## src/sei_lmp_pkg.sv

```systemverilog
// ----------------------------------------------------------------------------
// SEI layout metadata parser package
// Field kind codes, tag defaults, register map and parse phase type.
// ----------------------------------------------------------------------------
`default_nettype none

package sei_lmp_pkg;

  localparam int unsigned BYTE_W  = 8;
  localparam int unsigned KIND_W  = 5;
  localparam int unsigned VALUE_W = 16;
  localparam int unsigned REC_W   = 8;
  localparam int unsigned APB_AW  = 3;
  localparam int unsigned APB_DW  = 32;

  // register map (index = paddr[2])
  localparam logic REG_SEI_NAL_TAG      = 1'b0;
  localparam logic REG_USER_PAYLOAD_TAG = 1'b1;

  localparam logic [BYTE_W-1:0] SEI_NAL_TAG_RST      = 8'h06;
  localparam logic [BYTE_W-1:0] USER_PAYLOAD_TAG_RST = 8'hC9;

  localparam logic [BYTE_W-1:0] BYTE_ZERO  = 8'h00;
  localparam logic [BYTE_W-1:0] BYTE_ONE   = 8'h01;
  localparam logic [BYTE_W-1:0] BYTE_FF    = 8'hFF;

  localparam logic [BYTE_W-1:0] PTYPE_APP    = 8'h02;
  localparam logic [BYTE_W-1:0] PTYPE_CFG    = 8'h03;
  localparam logic [BYTE_W-1:0] PTYPE_LAYOUT = 8'h04;

  localparam logic [1:0] ZERO_RUN_MAX = 2'd3;

  // field kinds
  localparam logic [KIND_W-1:0] KIND_PAYLOAD_LEN  = 5'd0;
  localparam logic [KIND_W-1:0] KIND_PAYLOAD_TYPE = 5'd1;
  localparam logic [KIND_W-1:0] KIND_CFG_FLAG     = 5'd2;
  localparam logic [KIND_W-1:0] KIND_RECORD_COUNT = 5'd3;
  localparam logic [KIND_W-1:0] KIND_REC_LEN      = 5'd4;
  localparam logic [KIND_W-1:0] KIND_UID_LEN      = 5'd5;
  localparam logic [KIND_W-1:0] KIND_BLOB_LEN     = 5'd6;
  localparam logic [KIND_W-1:0] KIND_FLAG         = 5'd7;
  localparam logic [KIND_W-1:0] KIND_ALPHA        = 5'd8;
  localparam logic [KIND_W-1:0] KIND_ZORDER       = 5'd9;
  localparam logic [KIND_W-1:0] KIND_SRC_W        = 5'd10;
  localparam logic [KIND_W-1:0] KIND_DEST_H       = 5'd19;

  // twenty bytes of rectangle words after zorder
  localparam logic [4:0] WORD_BYTE_LAST = 5'd19;

  typedef enum logic [20:0] {
    PH_HUNT    = 21'h000001,
    PH_NAL     = 21'h000002,
    PH_PTYPE   = 21'h000004,
    PH_SIZE    = 21'h000008,
    PH_LEN_HI  = 21'h000010,
    PH_LEN_LO  = 21'h000020,
    PH_TYPE    = 21'h000040,
    PH_CFG     = 21'h000080,
    PH_APPCNT  = 21'h000100,
    PH_RECCNT  = 21'h000200,
    PH_RLEN_HI = 21'h000400,
    PH_RLEN_LO = 21'h000800,
    PH_UIDLEN  = 21'h001000,
    PH_UIDSKIP = 21'h002000,
    PH_DLEN_HI = 21'h004000,
    PH_DLEN_LO = 21'h008000,
    PH_DSKIP   = 21'h010000,
    PH_FLAG    = 21'h020000,
    PH_ALPHA   = 21'h040000,
    PH_ZORDER  = 21'h080000,
    PH_WORDS   = 21'h100000
  } phase_t;

endpackage

`default_nettype wire

```

## src/sei_lmp_if.sv

```systemverilog
// ----------------------------------------------------------------------------
// SEI layout metadata parser channels
// Byte stream channel and decoded field channel, valid/ready handshake.
// ----------------------------------------------------------------------------
`default_nettype none

interface sei_lmp_byte_if;
  logic                           valid;
  logic                           ready;
  logic [sei_lmp_pkg::BYTE_W-1:0] data_byte;

  modport source (output valid, output data_byte, input ready);
  modport sink   (input valid, input data_byte, output ready);
endinterface

interface sei_lmp_field_if;
  logic                            valid;
  logic                            ready;
  logic [sei_lmp_pkg::KIND_W-1:0]  field_kind;
  logic [sei_lmp_pkg::VALUE_W-1:0] field_value;
  logic [sei_lmp_pkg::REC_W-1:0]   record_number;
  logic                            record_done;

  modport source (output valid, output field_kind, output field_value,
                  output record_number, output record_done, input ready);
  modport sink   (input valid, input field_kind, input field_value,
                  input record_number, input record_done, output ready);
endinterface

`default_nettype wire

```

## src/sei_layout_metadata_parser_top.sv

```systemverilog
// ----------------------------------------------------------------------------
// SEI layout metadata parser
// Hunts start codes in a byte stream and decodes user SEI layout fields.
// ----------------------------------------------------------------------------
//  channel  | dir | handshake     | payload
//  ---------+-----+---------------+------------------------------------------
//  stream   | in  | valid/ready   | data_byte
//  fields   | out | valid/ready   | field_kind, field_value, record_number,
//           |     |               | record_done
//  apb      | in  | psel/penable  | paddr, pwdata, prdata (two tag registers)
//
// One byte per cycle: the parse state and the field register update in the
// cycle a byte is taken, so a byte enters every clock while the field register
// drains. A stalled field word stays put and stalls the stream only when the
// register is full and not taken. Synchronous reset returns to hunting and
// restores the default tags; no clearing pass.
// ----------------------------------------------------------------------------
`default_nettype none

module sei_layout_metadata_parser_top (
  input  wire logic                                clk,
  input  wire logic                                rst,
  sei_lmp_byte_if.sink                             stream,
  sei_lmp_field_if.source                          fields,
  input  wire logic                                psel,
  input  wire logic                                penable,
  input  wire logic                                pwrite,
  input  wire logic [sei_lmp_pkg::APB_AW-1:0]      paddr,
  input  wire logic [sei_lmp_pkg::APB_DW-1:0]      pwdata,
  output logic      [sei_lmp_pkg::APB_DW-1:0]      prdata,
  output logic                                     pready
);

  logic [7:0] sei_nal_tag;
  logic [7:0] user_payload_tag;

  sei_lmp_pkg::phase_t phase, phase_next;
  logic [1:0]  zero_run, zero_run_next;
  logic [15:0] skip_count, skip_count_next;
  logic [7:0]  high_byte, high_byte_next;
  logic [7:0]  records_left, records_left_next;
  logic [7:0]  record_index, record_index_next;
  logic [4:0]  word_off, word_off_next;

  logic        out_valid;
  logic [4:0]  out_kind;
  logic [15:0] out_value;
  logic [7:0]  out_rec;
  logic        out_done;

  logic        emit;
  logic [4:0]  emit_kind;
  logic [15:0] emit_value;
  logic [7:0]  emit_rec;
  logic        emit_done;

  logic        take;
  logic        cfg_wr;
  logic [7:0]  b;
  logic [15:0] word;
  logic [15:0] skip_dec;
  logic [7:0]  left_dec;

  // ---------------- configuration ----------------
  assign pready = 1'b1;
  assign cfg_wr = psel && penable && pwrite;

  always_ff @(posedge clk) begin
    if (rst) begin
      sei_nal_tag      <= sei_lmp_pkg::SEI_NAL_TAG_RST;
      user_payload_tag <= sei_lmp_pkg::USER_PAYLOAD_TAG_RST;
    end else if (cfg_wr) begin
      unique case (paddr[2])
        sei_lmp_pkg::REG_SEI_NAL_TAG:      sei_nal_tag      <= pwdata[7:0];
        sei_lmp_pkg::REG_USER_PAYLOAD_TAG: user_payload_tag <= pwdata[7:0];
        default: ;
      endcase
    end
  end

  always_comb begin
    unique case (paddr[2])
      sei_lmp_pkg::REG_SEI_NAL_TAG:      prdata = {24'h0, sei_nal_tag};
      sei_lmp_pkg::REG_USER_PAYLOAD_TAG: prdata = {24'h0, user_payload_tag};
      default:                           prdata = '0;
    endcase
  end

  // ---------------- parse ----------------
  assign stream.ready = !out_valid || fields.ready;
  assign take         = stream.valid && stream.ready;
  assign b            = stream.data_byte;
  assign word         = {high_byte, b};
  assign skip_dec     = skip_count - 16'd1;
  assign left_dec     = records_left - 8'd1;

  always_comb begin
    phase_next        = phase;
    zero_run_next     = zero_run;
    skip_count_next   = skip_count;
    high_byte_next    = high_byte;
    records_left_next = records_left;
    record_index_next = record_index;
    word_off_next     = word_off;
    emit       = 1'b0;
    emit_kind  = sei_lmp_pkg::KIND_PAYLOAD_LEN;
    emit_value = '0;
    emit_rec   = '0;
    emit_done  = 1'b0;

    unique case (phase)
      sei_lmp_pkg::PH_NAL: begin
        if (b == sei_nal_tag) begin
          phase_next = sei_lmp_pkg::PH_PTYPE;
        end else begin
          // reuse the byte as the first hunting byte
          phase_next    = sei_lmp_pkg::PH_HUNT;
          zero_run_next = (b == sei_lmp_pkg::BYTE_ZERO) ? 2'd1 : 2'd0;
        end
      end
      sei_lmp_pkg::PH_PTYPE: begin
        if (b == user_payload_tag) begin
          phase_next = sei_lmp_pkg::PH_SIZE;
        end else begin
          phase_next    = sei_lmp_pkg::PH_HUNT;
          zero_run_next = 2'd0;
        end
      end
      sei_lmp_pkg::PH_SIZE: begin
        if (b != sei_lmp_pkg::BYTE_FF) phase_next = sei_lmp_pkg::PH_LEN_HI;
      end
      sei_lmp_pkg::PH_LEN_HI: begin
        high_byte_next = b;
        phase_next     = sei_lmp_pkg::PH_LEN_LO;
      end
      sei_lmp_pkg::PH_LEN_LO: begin
        phase_next = sei_lmp_pkg::PH_TYPE;
        emit       = 1'b1;
        emit_kind  = sei_lmp_pkg::KIND_PAYLOAD_LEN;
        emit_value = word;
      end
      sei_lmp_pkg::PH_TYPE: begin
        priority if (b == sei_lmp_pkg::PTYPE_CFG) begin
          phase_next = sei_lmp_pkg::PH_CFG;
        end else if (b == sei_lmp_pkg::PTYPE_APP) begin
          phase_next = sei_lmp_pkg::PH_APPCNT;
        end else if (b == sei_lmp_pkg::PTYPE_LAYOUT) begin
          phase_next = sei_lmp_pkg::PH_RECCNT;
        end else begin
          phase_next    = sei_lmp_pkg::PH_HUNT;
          zero_run_next = 2'd0;
        end
        emit       = 1'b1;
        emit_kind  = sei_lmp_pkg::KIND_PAYLOAD_TYPE;
        emit_value = {8'h00, b};
      end
      sei_lmp_pkg::PH_CFG: begin
        phase_next    = sei_lmp_pkg::PH_HUNT;
        zero_run_next = 2'd0;
        emit          = 1'b1;
        emit_kind     = sei_lmp_pkg::KIND_CFG_FLAG;
        emit_value    = {8'h00, b};
      end
      sei_lmp_pkg::PH_APPCNT: begin
        phase_next    = sei_lmp_pkg::PH_HUNT;
        zero_run_next = 2'd0;
      end
      sei_lmp_pkg::PH_RECCNT: begin
        records_left_next = b;
        record_index_next = '0;
        if (b == sei_lmp_pkg::BYTE_ZERO) begin
          phase_next    = sei_lmp_pkg::PH_HUNT;
          zero_run_next = 2'd0;
        end else begin
          phase_next = sei_lmp_pkg::PH_RLEN_HI;
        end
        emit       = 1'b1;
        emit_kind  = sei_lmp_pkg::KIND_RECORD_COUNT;
        emit_value = {8'h00, b};
      end
      sei_lmp_pkg::PH_RLEN_HI: begin
        high_byte_next = b;
        phase_next     = sei_lmp_pkg::PH_RLEN_LO;
      end
      sei_lmp_pkg::PH_RLEN_LO: begin
        phase_next = sei_lmp_pkg::PH_UIDLEN;
        emit       = 1'b1;
        emit_kind  = sei_lmp_pkg::KIND_REC_LEN;
        emit_value = word;
        emit_rec   = record_index;
      end
      sei_lmp_pkg::PH_UIDLEN: begin
        skip_count_next = {8'h00, b};
        phase_next      = (b == sei_lmp_pkg::BYTE_ZERO) ? sei_lmp_pkg::PH_DLEN_HI
                                                        : sei_lmp_pkg::PH_UIDSKIP;
        emit       = 1'b1;
        emit_kind  = sei_lmp_pkg::KIND_UID_LEN;
        emit_value = {8'h00, b};
        emit_rec   = record_index;
      end
      sei_lmp_pkg::PH_UIDSKIP: begin
        skip_count_next = skip_dec;
        if (skip_dec == '0) phase_next = sei_lmp_pkg::PH_DLEN_HI;
      end
      sei_lmp_pkg::PH_DLEN_HI: begin
        high_byte_next = b;
        phase_next     = sei_lmp_pkg::PH_DLEN_LO;
      end
      sei_lmp_pkg::PH_DLEN_LO: begin
        skip_count_next = word;
        phase_next      = (word == '0) ? sei_lmp_pkg::PH_FLAG : sei_lmp_pkg::PH_DSKIP;
        emit       = 1'b1;
        emit_kind  = sei_lmp_pkg::KIND_BLOB_LEN;
        emit_value = word;
        emit_rec   = record_index;
      end
      sei_lmp_pkg::PH_DSKIP: begin
        skip_count_next = skip_dec;
        if (skip_dec == '0) phase_next = sei_lmp_pkg::PH_FLAG;
      end
      sei_lmp_pkg::PH_FLAG: begin
        phase_next = sei_lmp_pkg::PH_ALPHA;
        emit       = 1'b1;
        emit_kind  = sei_lmp_pkg::KIND_FLAG;
        emit_value = {8'h00, b};
        emit_rec   = record_index;
      end
      sei_lmp_pkg::PH_ALPHA: begin
        phase_next = sei_lmp_pkg::PH_ZORDER;
        emit       = 1'b1;
        emit_kind  = sei_lmp_pkg::KIND_ALPHA;
        emit_value = {8'h00, b};
        emit_rec   = record_index;
      end
      sei_lmp_pkg::PH_ZORDER: begin
        phase_next    = sei_lmp_pkg::PH_WORDS;
        word_off_next = '0;
        emit       = 1'b1;
        emit_kind  = sei_lmp_pkg::KIND_ZORDER;
        emit_value = {8'h00, b};
        emit_rec   = record_index;
      end
      sei_lmp_pkg::PH_WORDS: begin
        word_off_next = word_off + 5'd1;
        if (!word_off[0]) begin
          high_byte_next = b;
        end else begin
          emit       = 1'b1;
          emit_kind  = sei_lmp_pkg::KIND_SRC_W + {1'b0, word_off[4:1]};
          emit_value = word;
          emit_rec   = record_index;
          if (word_off == sei_lmp_pkg::WORD_BYTE_LAST) begin
            // last word closes the record
            emit_done         = 1'b1;
            record_index_next = record_index + 8'd1;
            records_left_next = left_dec;
            if (left_dec == '0) begin
              phase_next    = sei_lmp_pkg::PH_HUNT;
              zero_run_next = 2'd0;
            end else begin
              phase_next = sei_lmp_pkg::PH_RLEN_HI;
            end
          end
        end
      end
      default: begin
        // hunting: count zeros, saturating, until a one follows three of them
        phase_next = sei_lmp_pkg::PH_HUNT;
        priority if (zero_run == sei_lmp_pkg::ZERO_RUN_MAX && b == sei_lmp_pkg::BYTE_ONE) begin
          zero_run_next = 2'd0;
          phase_next    = sei_lmp_pkg::PH_NAL;
        end else if (b == sei_lmp_pkg::BYTE_ZERO) begin
          if (zero_run != sei_lmp_pkg::ZERO_RUN_MAX) zero_run_next = zero_run + 2'd1;
        end else begin
          zero_run_next = 2'd0;
        end
      end
    endcase
  end

  always_ff @(posedge clk) begin
    if (rst) begin
      phase        <= sei_lmp_pkg::PH_HUNT;
      zero_run     <= '0;
      skip_count   <= '0;
      high_byte    <= '0;
      records_left <= '0;
      record_index <= '0;
      word_off     <= '0;
    end else if (take) begin
      phase        <= phase_next;
      zero_run     <= zero_run_next;
      skip_count   <= skip_count_next;
      high_byte    <= high_byte_next;
      records_left <= records_left_next;
      record_index <= record_index_next;
      word_off     <= word_off_next;
    end
  end

  // ---------------- field register ----------------
  always_ff @(posedge clk) begin
    if (rst) begin
      out_valid <= 1'b0;
    end else if (take) begin
      out_valid <= emit;
    end else if (fields.ready) begin
      out_valid <= 1'b0;
    end
  end

  always_ff @(posedge clk) begin
    if (take && emit) begin
      out_kind  <= emit_kind;
      out_value <= emit_value;
      out_rec   <= emit_rec;
      out_done  <= emit_done;
    end
  end

  assign fields.valid         = out_valid;
  assign fields.field_kind    = out_kind;
  assign fields.field_value   = out_value;
  assign fields.record_number = out_rec;
  assign fields.record_done   = out_done;

endmodule

`default_nettype wire

```

## src/flat_wrapper.sv

```systemverilog
// flat-port wrapper written by rule: the top's interface ports become plain ports
module sei_layout_metadata_parser_top_flat 
  (clk, rst, psel, penable, pwrite, paddr, pwdata, prdata, pready, stream_valid, stream_data_byte, stream_ready, fields_valid, fields_field_kind, fields_field_value, fields_record_number, fields_record_done, fields_ready);
  sei_lmp_byte_if stream_i ();
  sei_lmp_field_if fields_i ();
  input  wire logic clk;
  input  wire logic rst;
  input  wire logic psel;
  input  wire logic penable;
  input  wire logic pwrite;
  input  wire logic [sei_lmp_pkg::APB_AW-1:0] paddr;
  input  wire logic [sei_lmp_pkg::APB_DW-1:0] pwdata;
  output logic      [sei_lmp_pkg::APB_DW-1:0] prdata;
  output logic pready;
  input wire logic [$bits(stream_i.valid)-1:0] stream_valid;
  input wire logic [$bits(stream_i.data_byte)-1:0] stream_data_byte;
  output wire logic [$bits(stream_i.ready)-1:0] stream_ready;
  output wire logic [$bits(fields_i.valid)-1:0] fields_valid;
  output wire logic [$bits(fields_i.field_kind)-1:0] fields_field_kind;
  output wire logic [$bits(fields_i.field_value)-1:0] fields_field_value;
  output wire logic [$bits(fields_i.record_number)-1:0] fields_record_number;
  output wire logic [$bits(fields_i.record_done)-1:0] fields_record_done;
  input wire logic [$bits(fields_i.ready)-1:0] fields_ready;
  assign stream_i.valid = stream_valid;
  assign stream_i.data_byte = stream_data_byte;
  assign stream_ready = stream_i.ready;
  assign fields_valid = fields_i.valid;
  assign fields_field_kind = fields_i.field_kind;
  assign fields_field_value = fields_i.field_value;
  assign fields_record_number = fields_i.record_number;
  assign fields_record_done = fields_i.record_done;
  assign fields_i.ready = fields_ready;
  sei_layout_metadata_parser_top u_core (.clk(clk), .rst(rst), .stream(stream_i), .fields(fields_i), .psel(psel), .penable(penable), .pwrite(pwrite), .paddr(paddr), .pwdata(pwdata), .prdata(prdata), .pready(pready));
endmodule
```

## config.mk

```make
export PLATFORM = sky130hd
export DESIGN_NAME = sei_layout_metadata_parser_top_flat
export DESIGN_NICKNAME = d
export VERILOG_FILES = /design/src/sei_lmp_pkg.sv /design/src/sei_lmp_if.sv /design/src/sei_layout_metadata_parser_top.sv /design/src/flat_wrapper.sv
export SDC_FILE = /design/constraint.sdc
export NUM_CORES = 1
export LEC_CHECK = 0
export ABC_AREA = 1
export BUFFER_PORTS_ARGS = -buffer_cell sky130_fd_sc_hd__buf_2
export CORE_MARGIN = 2
export CORE_UTILIZATION = 47
export DETAILED_ROUTE_END_ITERATION = 12
export PLACE_DENSITY = 0.8
export SYNTH_ARGS = -nofsm -noshare
export SYNTH_HDL_FRONTEND = slang
export SYNTH_SLANG_ARGS = --single-unit
```

## constraint.sdc

```tcl
create_clock -name clk -period 2.34 [get_ports clk]
set_input_delay 0.234 -clock clk [delete_from_list [all_inputs] [get_ports clk]]
set_output_delay 0.234 -clock clk [all_outputs]
set_load 0.05 [all_outputs]
```

=== After elaboration in Yosys (flattened, before gate mapping) ===
Index checks and enable logic that the tools add are counted.

* Add/sub/neg operators: 6
* Equality and inequality tests: 44
* Mux-type cells: 52
* Bitwise logic cells: 2
* Reductions and logical operators: 33

{| class="wikitable"
|+ Operators with widths
! operator !! number
|-
| $pmux W21 S19 || 1
|-
| $mux W21 || 7
|-
| $pmux W16 S3 || 2
|-
| $pmux W32 S2 || 1
|-
| $pmux W8 S2 || 4
|-
| $pmux W5 S10 || 1
|-
| $mux W8 || 6
|-
| $logic_not A16 Y1 || 2
|-
| $mux W2 || 13
|-
| $mux W11 || 2
|-
| $eq A21 B10 Y1 const B || 1
|-
| $eq A21 B11 Y1 const B || 1
|-
| $eq A21 B12 Y1 const B || 1
|-
| $eq A21 B13 Y1 const B || 1
|-
| $eq A21 B14 Y1 const B || 1
|-
| $eq A21 B15 Y1 const B || 1
|-
| $eq A21 B16 Y1 const B || 1
|-
| $eq A21 B17 Y1 const B || 1
|-
| $eq A21 B18 Y1 const B || 1
|-
| $eq A21 B19 Y1 const B || 1
|-
| $eq A21 B2 Y1 const B || 1
|-
| $eq A21 B20 Y1 const B || 1
|-
| $eq A21 B21 Y1 const B || 1
|-
| $eq A21 B3 Y1 const B || 1
|-
| other kinds (51) || 84
|}

* Register bits after elaboration: 115
* Input port bits: 50
* Output and inout port bits: 65
* Logic and storage cells: 151

=== Depth between registers and ports, before layout ===
Gate-level depths: netlist (run 1).

* Word-level depth: 6
* Depth in mapped cells: 18
* Depth with buffers taken out: 17

=== Least setup slack after synthesis (run 1) ===
Ideal clock, no wire load.

* Path kind: reg2reg
* Start: register u_core.out_valid, in the netlist u_core.fields.valid
* End: register u_core.out_kind[0], in the netlist u_core.fields.field_kind[0] (enable)
* Setup time: 0.385 ns
* Arrival time: 2.134 ns
* Data required time: 1.955 ns
* Path slack: -0.179 ns
* Stages on the path, launching flop included: 6
* Buffers on the path: 0
* Clock period less this slack: 2.519 ns
* Cells stage by stage: dfxtp_1 -> nand2_1 -> nand2_1 -> inv_1 -> nand2_1 -> inv_1

* Word-level cells in the longest chain between the ends: 4

{| class="wikitable"
|+ Ends and longest elaborated chain
! item !! line !! source
|-
| start, declared || sei_layout_metadata_parser_top.sv:45 || <nowiki>logic out_valid;</nowiki>
|-
| start signal, assigned || sei_layout_metadata_parser_top.sv:306 || <nowiki>out_valid <= emit;</nowiki>
|-
| $logic_not A1 Y1 || sei_layout_metadata_parser_top.sv:90 || <nowiki>assign stream.ready = !out_valid || fields.ready;</nowiki>
|-
| $logic_or A1 B1 Y1 || sei_layout_metadata_parser_top.sv:90 ||
|-
| net stream_ready || flat_wrapper.sv:17 || <nowiki>output wire logic [$bits(stream_i.ready)-1:0] stream_ready;</nowiki>
|-
| $logic_and A1 B1 Y1 || sei_layout_metadata_parser_top.sv:91 || <nowiki>assign take = stream.valid && stream.ready;</nowiki>
|-
| $logic_and A1 B1 Y1 || sei_layout_metadata_parser_top.sv:313 || <nowiki>if (take && emit) begin</nowiki>
|-
| end signal, assigned || sei_layout_metadata_parser_top.sv:314 || <nowiki>out_kind <= emit_kind;</nowiki>
|-
| end, declared || sei_layout_metadata_parser_top.sv:46 || <nowiki>logic [4:0] out_kind;</nowiki>
|}

The timed path passes the listed nets, and every way through them passes these cells.
A chain may end at the register's enable or synchronous reset.

=== Final worst setup path (run 1) ===
* Start: register u_core.phase[11]
* End: register u_core.out_kind[3], in the netlist u_core.fields.field_kind[3] (enable)

* Word-level cells in the longest chain between the ends: 4
* Elaborated cells between the ends (all ways): 14
* Classes of those cells: eq/ne (11); mux (1); reduce/logical (2)

{| class="wikitable"
|+ Ends and longest elaborated chain
! item !! line !! source
|-
| start, declared || sei_layout_metadata_parser_top.sv:37 || <nowiki>sei_lmp_pkg::phase_t phase, phase_next;</nowiki>
|-
| start signal, assigned || sei_layout_metadata_parser_top.sv:283 || <nowiki>phase <= sei_lmp_pkg::PH_HUNT;</nowiki>
|-
| start signal, assigned || sei_layout_metadata_parser_top.sv:291 || <nowiki>phase <= phase_next;</nowiki>
|-
| $eq A21 B6 Y1, or another cell as far along || sei_layout_metadata_parser_top.sv:111 || <nowiki>unique case (phase)</nowiki>
|-
| $reduce_or A10 Y1 (no line) || n/a ||
|-
| $pmux W1 S2 * || sei_layout_metadata_parser_top.sv:111 ||
|-
| $logic_and A1 B1 Y1 * || sei_layout_metadata_parser_top.sv:313 ||
|}

Every way passes the cells marked *; elsewhere a longest branch is shown, timed or not.

==> results of run 1 <==
cell usage in the layout, fill, tap and decap left out, types with 4 or more instances in the layout:
| cell type | count |
|---|---|
| a21oi_1 | 55 |
| a31oi_1 | 4 |
| buf_2 | 63 |
| buf_4 | 61 |
| clkbuf_16 | 18 |
| clkinv_1 | 4 |
| clkinv_2 | 5 |
| conb_1 | 25 |
| dfxtp_1 | 84 |
| edfxtp_1 | 30 |
| ha_1 | 8 |
| inv_1 | 124 |
| inv_2 | 11 |
| nand2_1 | 244 |
| nand2_2 | 12 |
| nand3_1 | 79 |
| nand4_1 | 13 |
| nor2_1 | 174 |
| nor2_2 | 14 |
| nor2_4 | 8 |
| nor3_1 | 15 |
| o21ai_0 | 57 |
| o21ai_1 | 8 |
| xor2_1 | 22 |
through the flow:
| stage | setup slack (ps) | TNS, ps |
|---|---|---|
| 6_report | 78.9 | 0 |
| 5_1_grt | -51.9 | -1160 |
| 4_1_cts | 2.53 | 0 |
| 3_5_place_dp | 28.0 | 0 |
| 3_3_place_gp | 129 | 0 |
| 2_1_floorplan | 26.4 | 0 |
area by class of cell:
| class | instances | area [um2] | area share, % |
|---|---|---|---|
| inverter | 139 | 528 | 6.21 |
| sequential | 115 | 2600 | 30.6 |
| tap | 184 | 230 | 2.71 |
| clock inverter | 11 | 65.1 | 0.765 |
| clock buffer | 21 | 450 | 5.29 |
| multi-input combinational | 776 | 3790 | 44.6 |
| timing repair buffer | 127 | 838 | 9.85 |
worst paths after layout:
check | startpoint | endpoint
worst min register to register | u_core.sei_nal_tag[4] | u_core.sei_nal_tag[4]
worst max register to register | u_core.phase[11] | u_core.fields.field_kind[3]
worst max-delay path | u_core.phase[11] | u_core.fields.field_kind[3]
worst min-delay path | pwdata[1] | u_core.sei_nal_tag[1]
sequential cells by signal, indices dropped and copies added (netlist names), 2 cells and up:
signal,cells
u_core.phase,21
u_core.fields.field_kind,5
u_core.sei_nal_tag,8
u_core.user_payload_tag,8
u_core.record_index,8
u_core.fields.record_number,8
u_core.fields.field_value,16
u_core.word_off,5
u_core.zero_run,2
u_core.skip_count,16
u_core.high_byte,8
u_core.records_left,8
where the power goes:
part	total (mW)	internal, mW	switching [mW]
clock network	2.27	1.36	0.910
registers	2.10	2.07	0.0319
logic	0.630	0.191	0.439
worst max-delay path: cells and delay by family (launching register included):
kind	cells	cell delay [ps]
and+or+nand+nor	8	1020
buffers and inverters	4	640
DFF	1	330
kinds of logic after synthesis:
| family | synth area share [%] |
|---|---|
| other | 0.106 |
| and+or+nand+nor | 35.8 |
| xor gates and xnor gates | 2.96 |
| adders and majority gates | 1.59 |
| buffers and inverters | 12.4 |
| AOI/OAI and AO/OA | 10.5 |
| DFF | 36.6 |
metal layers:
layer / global-route usage (%) / vias to the layer above / wire length, um
met3: 4.18 / 30 / 1040
met1: 28.5 / 3087 / 8250
met2: 37.2 / 216 / 8410
li1: - / 3560 / -
met5: 0 / - / 0
met4: 8.86 / 0 / 376
timing repair:
action | in CTS | in global routing
gates cloned | 0 | 1
setup buffers | 1 | 13
resized for setup | 2 | 25
endpoints found under the setup margin | 28 | 72
pin swaps | 1 | 9
==> reports/metrics.yaml, run 1 <==
global_route:
  track_usage_pct: 22.3
  grt-ovfl-total: 0
  antenna_found_initial: 0
  grt_pass1_vias: 6235
  grt_max_degree: 50
  grt_first_pass_wirelength_mm: 29.0
clock_network:
  clkTransAtPathRegs_ps: 50
  cts_root_buf: "clkbuf_16"
  cts_buffers: 17
  hold_buffers: 0
  clockBufferDepth: 2
  cts.htree.levels: 4
  clk_latency_ps: 420
  cts_tree: "yes"
  clkSinkCount: 115
synth:
  yosysMostFrequentCell: "nand2_1"
  synth_top_area_share_pct: 24.0
  synthFlopType: "dfxtp_1"
  yosysWarnings: 0
  synthCells: 1063
  yosys_register_bits: 115
  ys_top_cells_by_area: "dfxtp_1 (24%), nand2_1 (13%), edfxtp_1 (13%)"
  ys_async_sr_fraction_pct: 0
  synth_enable_flop_cells: 30
  yosys.area.top_type: "dfxtp_1"
  ys_seq_area_share_pct: 36.6
  synth.distinct_cells: 47
  avgSynthCellArea_um2: 6.68
  syn_area_um2: 7100
  synthTopCellsByCount: "nand2_1 (250), nor2_1 (184), inv_1 (126)"
setup_path:
  crit_type: "flip-flop to flip-flop"
  r2r_setup_slack_ps: 80
  cp_cell_sequence: "nor2_2 -> nand2_2 -> nor2_4 -> buf_4 -> nand3_1 -> nand2_2 -> nor3_2 -> buf_4 -> nand3_1 -> nand2_1 -> clkinvlp_4 -> clkbuf_16"
  cp-end-kind: "flip-flop"
  cp.arrival_ps: 2390
  cp.required_ps: 2470
  worstPathMaxFanout: 14
  crit_slowest_cell: "dfxtp_1"
  critical_path.max_stage_delay_ps: 330
  r2r_cells: 12
  cp-start-kind: "flip-flop"
pwr:
  vdd_ir_drop_max_uv: 559
  totalPowerFinal_mw: 5.00
  p_leak_nw: 4.02
  p_per_area_nw_per_um2: 588
flow_run:
  cap_violations: 0
status:
  status: "finished clean"
worst_hold_path:
  hp-class: "input pin to flip-flop"
  hold_path_depth: 3
placement:
  dpl.hpwl_mm: 13.3
  dpl.cell_count: 1326
  place_congestion: 0.953
  placed_area_um2: 7780
  portBuffers: 63
layout:
  final_cell_area_um2: 8510
  fin_nets: 1235
  diodes: 0
  fill_cells: 1344
  syn2layout_area_growth_pct: 19.8
  final_util_pct: 58.1
  finalNonFillerCells: 1373
  drive_above_1_share_pct: 18.7
route:
  wl_mm: 18.1
  drt_iter0_drc: 475
  route.detailed.drc: 0
  drt_first_pass_iters: 5
  num_vias: 6893
  ant_nets: 0
  via_per_inst: 5.02
  post_drt_wl_per_cell_um: 13.2
floorplanning:
  start_util_pct: 48.5
  die_height_um: 127
  num_rows: 44
  core_um2: 14600
  dieWidth_um: 127
  io_pins: 115
  die_area_um2: 16100
timing:
  max_freq_mhz: 442
  hold_viol_final: 0
  drv_slew: 0
  rsz0062_at_grt: "yes"
  setup_viol: 0
  period_share_pct: 96.6
  hold_slack_ps: 44.8
  worst_clock_skew_ps: 6.70
  period_needed_ps: 2260
Note: power is estimated with default switching activity, not from simulation.
==> inputs of run 2 (changes only) <==
--- a/config.mk
+++ b/config.mk
@@ -10,7 +10,7 @@
 export CORE_MARGIN = 2
 export CORE_UTILIZATION = 47
 export DETAILED_ROUTE_END_ITERATION = 12
-export PLACE_DENSITY = 0.8
+export PLACE_DENSITY_LB_ADDON = 0.08
 export SYNTH_ARGS = -nofsm -noshare
 export SYNTH_HDL_FRONTEND = slang
 export SYNTH_SLANG_ARGS = --single-unit
==> run 2 against run 1 <==
Die area did not move. Via count down 0.83%. Setup slack improved by 32 ps. Maximum frequency grew 1.4%. Non-clock buffer count down 3. Final area up 1.5%. Routed wire length grew 1.0%. Sequential power is essentially flat. Largest cell class unchanged. Highest routed layer unchanged.
==> reports/metrics.yaml, run 2 (synthesis results as in run 1) <==
status:
  status: "finished clean"
clock_network:
  clk_latency_ps: 420
  clockBufferDepth: 2
  cts.htree.levels: 4
  clkSinkCount: 115
  cts_tree: "yes"
  clkTransAtPathRegs_ps: 50
  cts_buffers: 17
  hold_buffers: 0
  cts_root_buf: "clkbuf_16"
floorplanning:
  core_um2: 14600
  die_area_um2: 16100
  dieWidth_um: 127
  io_pins: 115
  die_height_um: 127
  num_rows: 44
  start_util_pct: 48.5
layout:
  drive_above_1_share_pct: 18.7
  fill_cells: 1418
  final_cell_mix: "nand2_1 (241), nor2_1 (174), inv_1 (124)"
  final_cell_area_um2: 8640
  largest_reg_flops: 21
  syn2layout_area_growth_pct: 21.6
  regMostFlops: "u_core.phase"
  diodes: 0
  fin_nets: 1232
  final_common_cell: "nand2_1"
worst_hold_path:
  worstHoldStart: "pwdata[3]"
  hold_path_depth: 3
  holdPathEnd: "u_core.user_payload_tag[3]"
  hp-class: "input pin to flip-flop"
setup_path:
  worstPathMaxFanout: 6
  critical_path.max_stage_delay_ps: 320
  crit_slowest_cell: "dfxtp_1"
  r2r_setup_slack_ps: 110
  crit_type: "flip-flop to flip-flop"
  rr_endpoint: "u_core.fields.record_number[4]"
  cp-start-kind: "flip-flop"
  r2r-start: "u_core.phase[10]"
  critPathTopFamily: "simple AND/OR/NAND/NOR gates"
  cp.arrival_ps: 2360
  cp_cell_sequence: "nor2_2 -> nand2_2 -> nor2_4 -> nand2_2 -> inv_2 -> nand2_1 -> nand2_2 -> nor3_1 -> buf_4 -> nand3_1 -> nand2_2 -> clkinvlp_4 -> clkbuf_16"
  cp.required_ps: 2470
  cp_common_cell: "nand2_2"
  cp-end-kind: "flip-flop"
  path_buf_inv: 4
  r2r_cells: 13
timing:
  rsz0062_at_grt: "yes"
  period_needed_ps: 2230
  hold_slack_ps: 44.3
  period_share_pct: 95.3
  hold_viol_final: 0
  drv_slew: 0
  setup_viol: 0
  worst_clock_skew_ps: 8.42
  max_freq_mhz: 449
global_route:
  grt_first_pass_wirelength_mm: 29.4
  grt_max_degree: 35
  track_usage_pct: 22.8
  grt-ovfl-total: 0
  antenna_found_initial: 0
  grt_pass1_vias: 6158
pwr:
  power.internal_mw: 4.03
  totalPowerFinal_mw: 5.42
  p_leak_nw: 4.06
  combPwrFrac_pct: 11.6
  clkPwrFrac_pct: 49.6
  vdd_ir_drop_max_uv: 746
  switching_share_pct: 25.6
  power.switching_mw: 1.39
  p_per_area_nw_per_um2: 628
  p_seq_share_pct: 38.8
route:
  via_per_inst: 4.99
  drt_iter0_drc: 457
  post_drt_wl_per_cell_um: 13.3
  num_vias: 6836
  drt_first_pass_iters: 5
  wl_mm: 18.3
  ant_nets: 0
  route.detailed.drc: 0
placement:
  portBuffers: 63
  place_congestion: 0.926
  dpl.hpwl_mm: 13.5
  placed_area_um2: 7800
flow_run:
  cap_violations: 0
## run 2: timing repair
action                                  4_1_cts  5_1_grt
endpoints found under the setup margin        0       76
setup buffers                                 0       11
resized for setup                             0       33
## run 2: worst max path at each step
stage	slack, ps	cells after the start	endpoint	start
CTS	70	13	u_core.fields.field_value[12]	u_core.phase[7]
global placement	120	12	u_core.fields.field_value[13]	u_core.phase[10]
global route	-50	13	u_core.fields.record_number[5]	u_core.phase[10]
finish	110	13	u_core.fields.record_number[4]	u_core.phase[10]
detailed placement	80	12	u_core.fields.field_value[12]	u_core.phase[10]
floorplan	30	10	u_core.fields.field_kind[0]	u_core.phase[14]
## run 2: through the flow
stage | utilization [%] | TNS [ps] | setup WS, ps | instances
floorplan | - | 0 | 26.4 | 1086
global placement | 53.2 | 0 | 115 | 1325
detailed placement | 53.2 | 0 | 82.7 | 1325
CTS | 57.4 | 0 | 70.1 | 1357
global route | 59.0 | -1010 | -46.0 | 1370
finish | 59.0 | 0 | 111 | 1370
## run 2: worst register-to-register path: stages, from the launching register on
cell	delay, ps
dfxtp_1	320
nor2_2	160
nand2_2	140
nor2_4	260
nand2_2	110
inv_2	80
nand2_1	80
nand2_2	90
nor3_1	60
buf_4	140
nand3_1	100
nand2_2	80
clkinvlp_4	160
clkbuf_16	170
## run 2: area by class of cell
class	instances	area (um2)	area share (%)
multi-input cells	776	3800	44.0
flip-flops and latches	115	2610	30.2
repair buffers	124	865	10.0
inverters	139	532	6.16
clock buffers	22	444	5.14
well taps	184	230	2.67
clock inverters	10	159	1.84
## run 2: power groups by stage
stage / Combinational, mW / Clock (mW) / Sequential [mW]
floorplan: 0.454 / 0 / 2.16
global placement: 0.581 / 0 / 2.14
detailed placement: 0.585 / 0 / 2.14
CTS: 0.587 / 2.74 / 2.10
global route: 0.686 / 2.84 / 2.11
finish: 0.627 / 2.69 / 2.10
## run 2: routing by layer
layer / track usage (%) / routed length (um) / vias up
met5: 0 / 0 / -
met1: 30.3 / 8450 / 3070
met2: 36.1 / 8360 / 181
met4: 7.89 / 331 / 0
met3: 6.12 / 1120 / 27
li1: - / - / 3558
==> inputs of run 3 (changes only) <==
--- a/config.mk
+++ b/config.mk
@@ -10,7 +10,7 @@
 export CORE_MARGIN = 2
 export CORE_UTILIZATION = 47
 export DETAILED_ROUTE_END_ITERATION = 12
-export PLACE_DENSITY_LB_ADDON = 0.08
+export PLACE_DENSITY_LB_ADDON = 0.12
 export SYNTH_ARGS = -nofsm -noshare
 export SYNTH_HDL_FRONTEND = slang
 export SYNTH_SLANG_ARGS = --single-unit
==> run 3 against run 2 <==
Flip-flop and latch count did not move. Non-clock buffer count decreased by 8. Die area unchanged. Maximum frequency rose by 1.3%. Clock skew down 1.7 ps. Via count shrank 0.50%. Count of clock-buffer cells in the layout is 1 higher. First-iteration DRC count grew 3.1%. Core utilization is 0.28 points lower. Hold slack worse by 12 ps. Global-route usage about the same. Critical path type unchanged.
==> reports/metrics.yaml, run 3 (synthesis results as in run 1) <==
global_route:
  track_usage_pct: 22.8
  grt_max_degree: 39
  antenna_found_initial: 0
  grt-ovfl-total: 0
  grt_first_pass_wirelength_mm: 29.3
  grt_pass1_vias: 6124
route:
  drt_iter0_drc: 471
  via_per_inst: 4.99
  wl_mm: 18.2
  post_drt_wl_per_cell_um: 13.4
  route.detailed.drc: 0
  ant_nets: 0
  num_vias: 6802
  drt_first_pass_iters: 7
floorplanning:
  num_rows: 44
  dieWidth_um: 127
  core_um2: 14600
  start_util_pct: 48.5
  die_height_um: 127
  die_area_um2: 16100
  io_pins: 115
setup_path:
  worstPathMaxFanout: 15
  critical_path.max_stage_delay_ps: 320
  crit_type: "flip-flop to flip-flop"
  cp-start-kind: "flip-flop"
  critPathTopFamily: "simple AND/OR/NAND/NOR gates"
  cp.required_ps: 2480
  path_buf_inv: 4
  crit_start: "u_core.phase[9]"
  r2r-start: "u_core.phase[9]"
  cp-end-kind: "flip-flop"
  cp.arrival_ps: 2340
  crit_slowest_cell: "dfxtp_1"
  cp_cell_sequence: "nor2_2 -> nand2_2 -> nor2_4 -> buf_4 -> nand3_1 -> nand2_1 -> nor3_1 -> buf_4 -> nand3_1 -> nand2_2 -> clkinvlp_4 -> clkbuf_16"
pwr:
  vdd_ir_drop_max_uv: 650
  combPwrFrac_pct: 10.7
  clkPwrFrac_pct: 52.4
  p_leak_nw: 4.04
  p_seq_share_pct: 36.9
  totalPowerFinal_mw: 5.69
  power.internal_mw: 4.30
  power.switching_mw: 1.40
  switching_share_pct: 24.5
  p_per_area_nw_per_um2: 663
timing:
  finalWorstSetupSlack_ps: 140
  drv_slew: 0
  setup_viol: 0
  period_needed_ps: 2200
  period_share_pct: 94.0
  hold_viol_final: 0
  worst_clock_skew_ps: 6.77
  max_freq_mhz: 455
layout:
  largest_reg_flops: 21
  fin_nets: 1224
  syn2layout_area_growth_pct: 21.0
  regMostFlops: "u_core.phase"
  drive_above_1_share_pct: 17.7
  finalNonFillerCells: 1362
  final_cell_area_um2: 8590
  final_common_cell: "nand2_1"
  final_cell_mix: "nand2_1 (245), nor2_1 (176), inv_1 (123)"
  final_util_pct: 58.7
  diodes: 0
  fill_cells: 1428
clock_network:
  cts_buffers: 17
  cts.htree.levels: 4
  clkTransAtPathRegs_ps: 50
  hold_buffers: 0
  clk_latency_ps: 430
  clockBufferDepth: 2
  cts_tree: "yes"
  cts_root_buf: "clkbuf_16"
  clkSinkCount: 115
placement:
  placed_area_um2: 7800
  dpl.cell_count: 1327
  place_congestion: 0.920
  portBuffers: 63
  dpl.hpwl_mm: 13.4
  post-place-ws_ps: 68.5
worst_hold_path:
  hp-class: "input pin to flip-flop"
  worstHoldStart: "pwdata[0]"
status:
  status: "finished clean"
flow_run:
  cap_violations: 0
-- run 3: changes by cell type in the layout (fill, tap and decap cells not counted), sizes merged --
| cell | previous run | this run |
|---|---|---|
| buf | 123 | 115 |
| bufinv | 4 | 6 |
| clkbuf | 23 | 24 |
| clkinv | 6 | 5 |
| clkinvlp | 3 | 2 |
| inv | 136 | 135 |
-- run 3: power groups by stage --
stage | Clock [mW] | Combinational, mW | Sequential (mW)
finish | 2.99 | 0.608 | 2.10
global route | 3.12 | 0.663 | 2.10
CTS | 3.02 | 0.590 | 2.10
detailed placement | 0 | 0.586 | 2.14
global placement | 0 | 0.583 | 2.14
floorplan | 0 | 0.454 | 2.16
-- run 3: path summary, 6_finish.rpt --
path / end / slack [ps] / cells after the start
min: u_core.user_payload_tag[0] / 30 / 3
max reg2reg: u_core.fields.field_value[3] / 140 / 12
min reg2reg: u_core.sei_nal_tag[6] / 490 / 2
max: u_core.fields.field_value[3] / 140 / 12
-- run 3: metrics by stage --
stage / setup TNS [ps] / hold WS (ps)
CTS: 0 / 19.9
global route: -445 / 45.9
global placement: 0 / 465
finish: 0 / 31.9
floorplan: 0 / 360
detailed placement: 0 / 465
-- run 3: layout make-up --
cell class	count	area [um2]	area share, %
clock buffer	23	468	5.44
timing repair buffer	116	768	8.94
clock inverter	9	203	2.36
inverter	139	532	6.19
multi-input combinational	776	3790	44.1
sequential	115	2600	30.3
tap	184	230	2.68
-- run 3: what timing repair did --
item	CTS	global route
hold endpoints to repair	0	0
endpoints found under the setup margin	0	67
gates resized for setup	0	24
setup buffers	0	2
-- run 3: layer usage --
layer / vias to the layer above / global-route usage [%] / routed length, um
met5: - / 0 / 0
met4: 0 / 7.37 / 364
met3: 27 / 5.15 / 940
met2: 180 / 36.3 / 8210
met1: 3050 / 30.8 / 8720
li1: 3545 / - / -
-- run 3: worst register-to-register path: cells and delay by family, from the launching register on --
kind	cells	cell delay (ps)
buf+inv	4	620
flops	1	320
simple gates	8	970
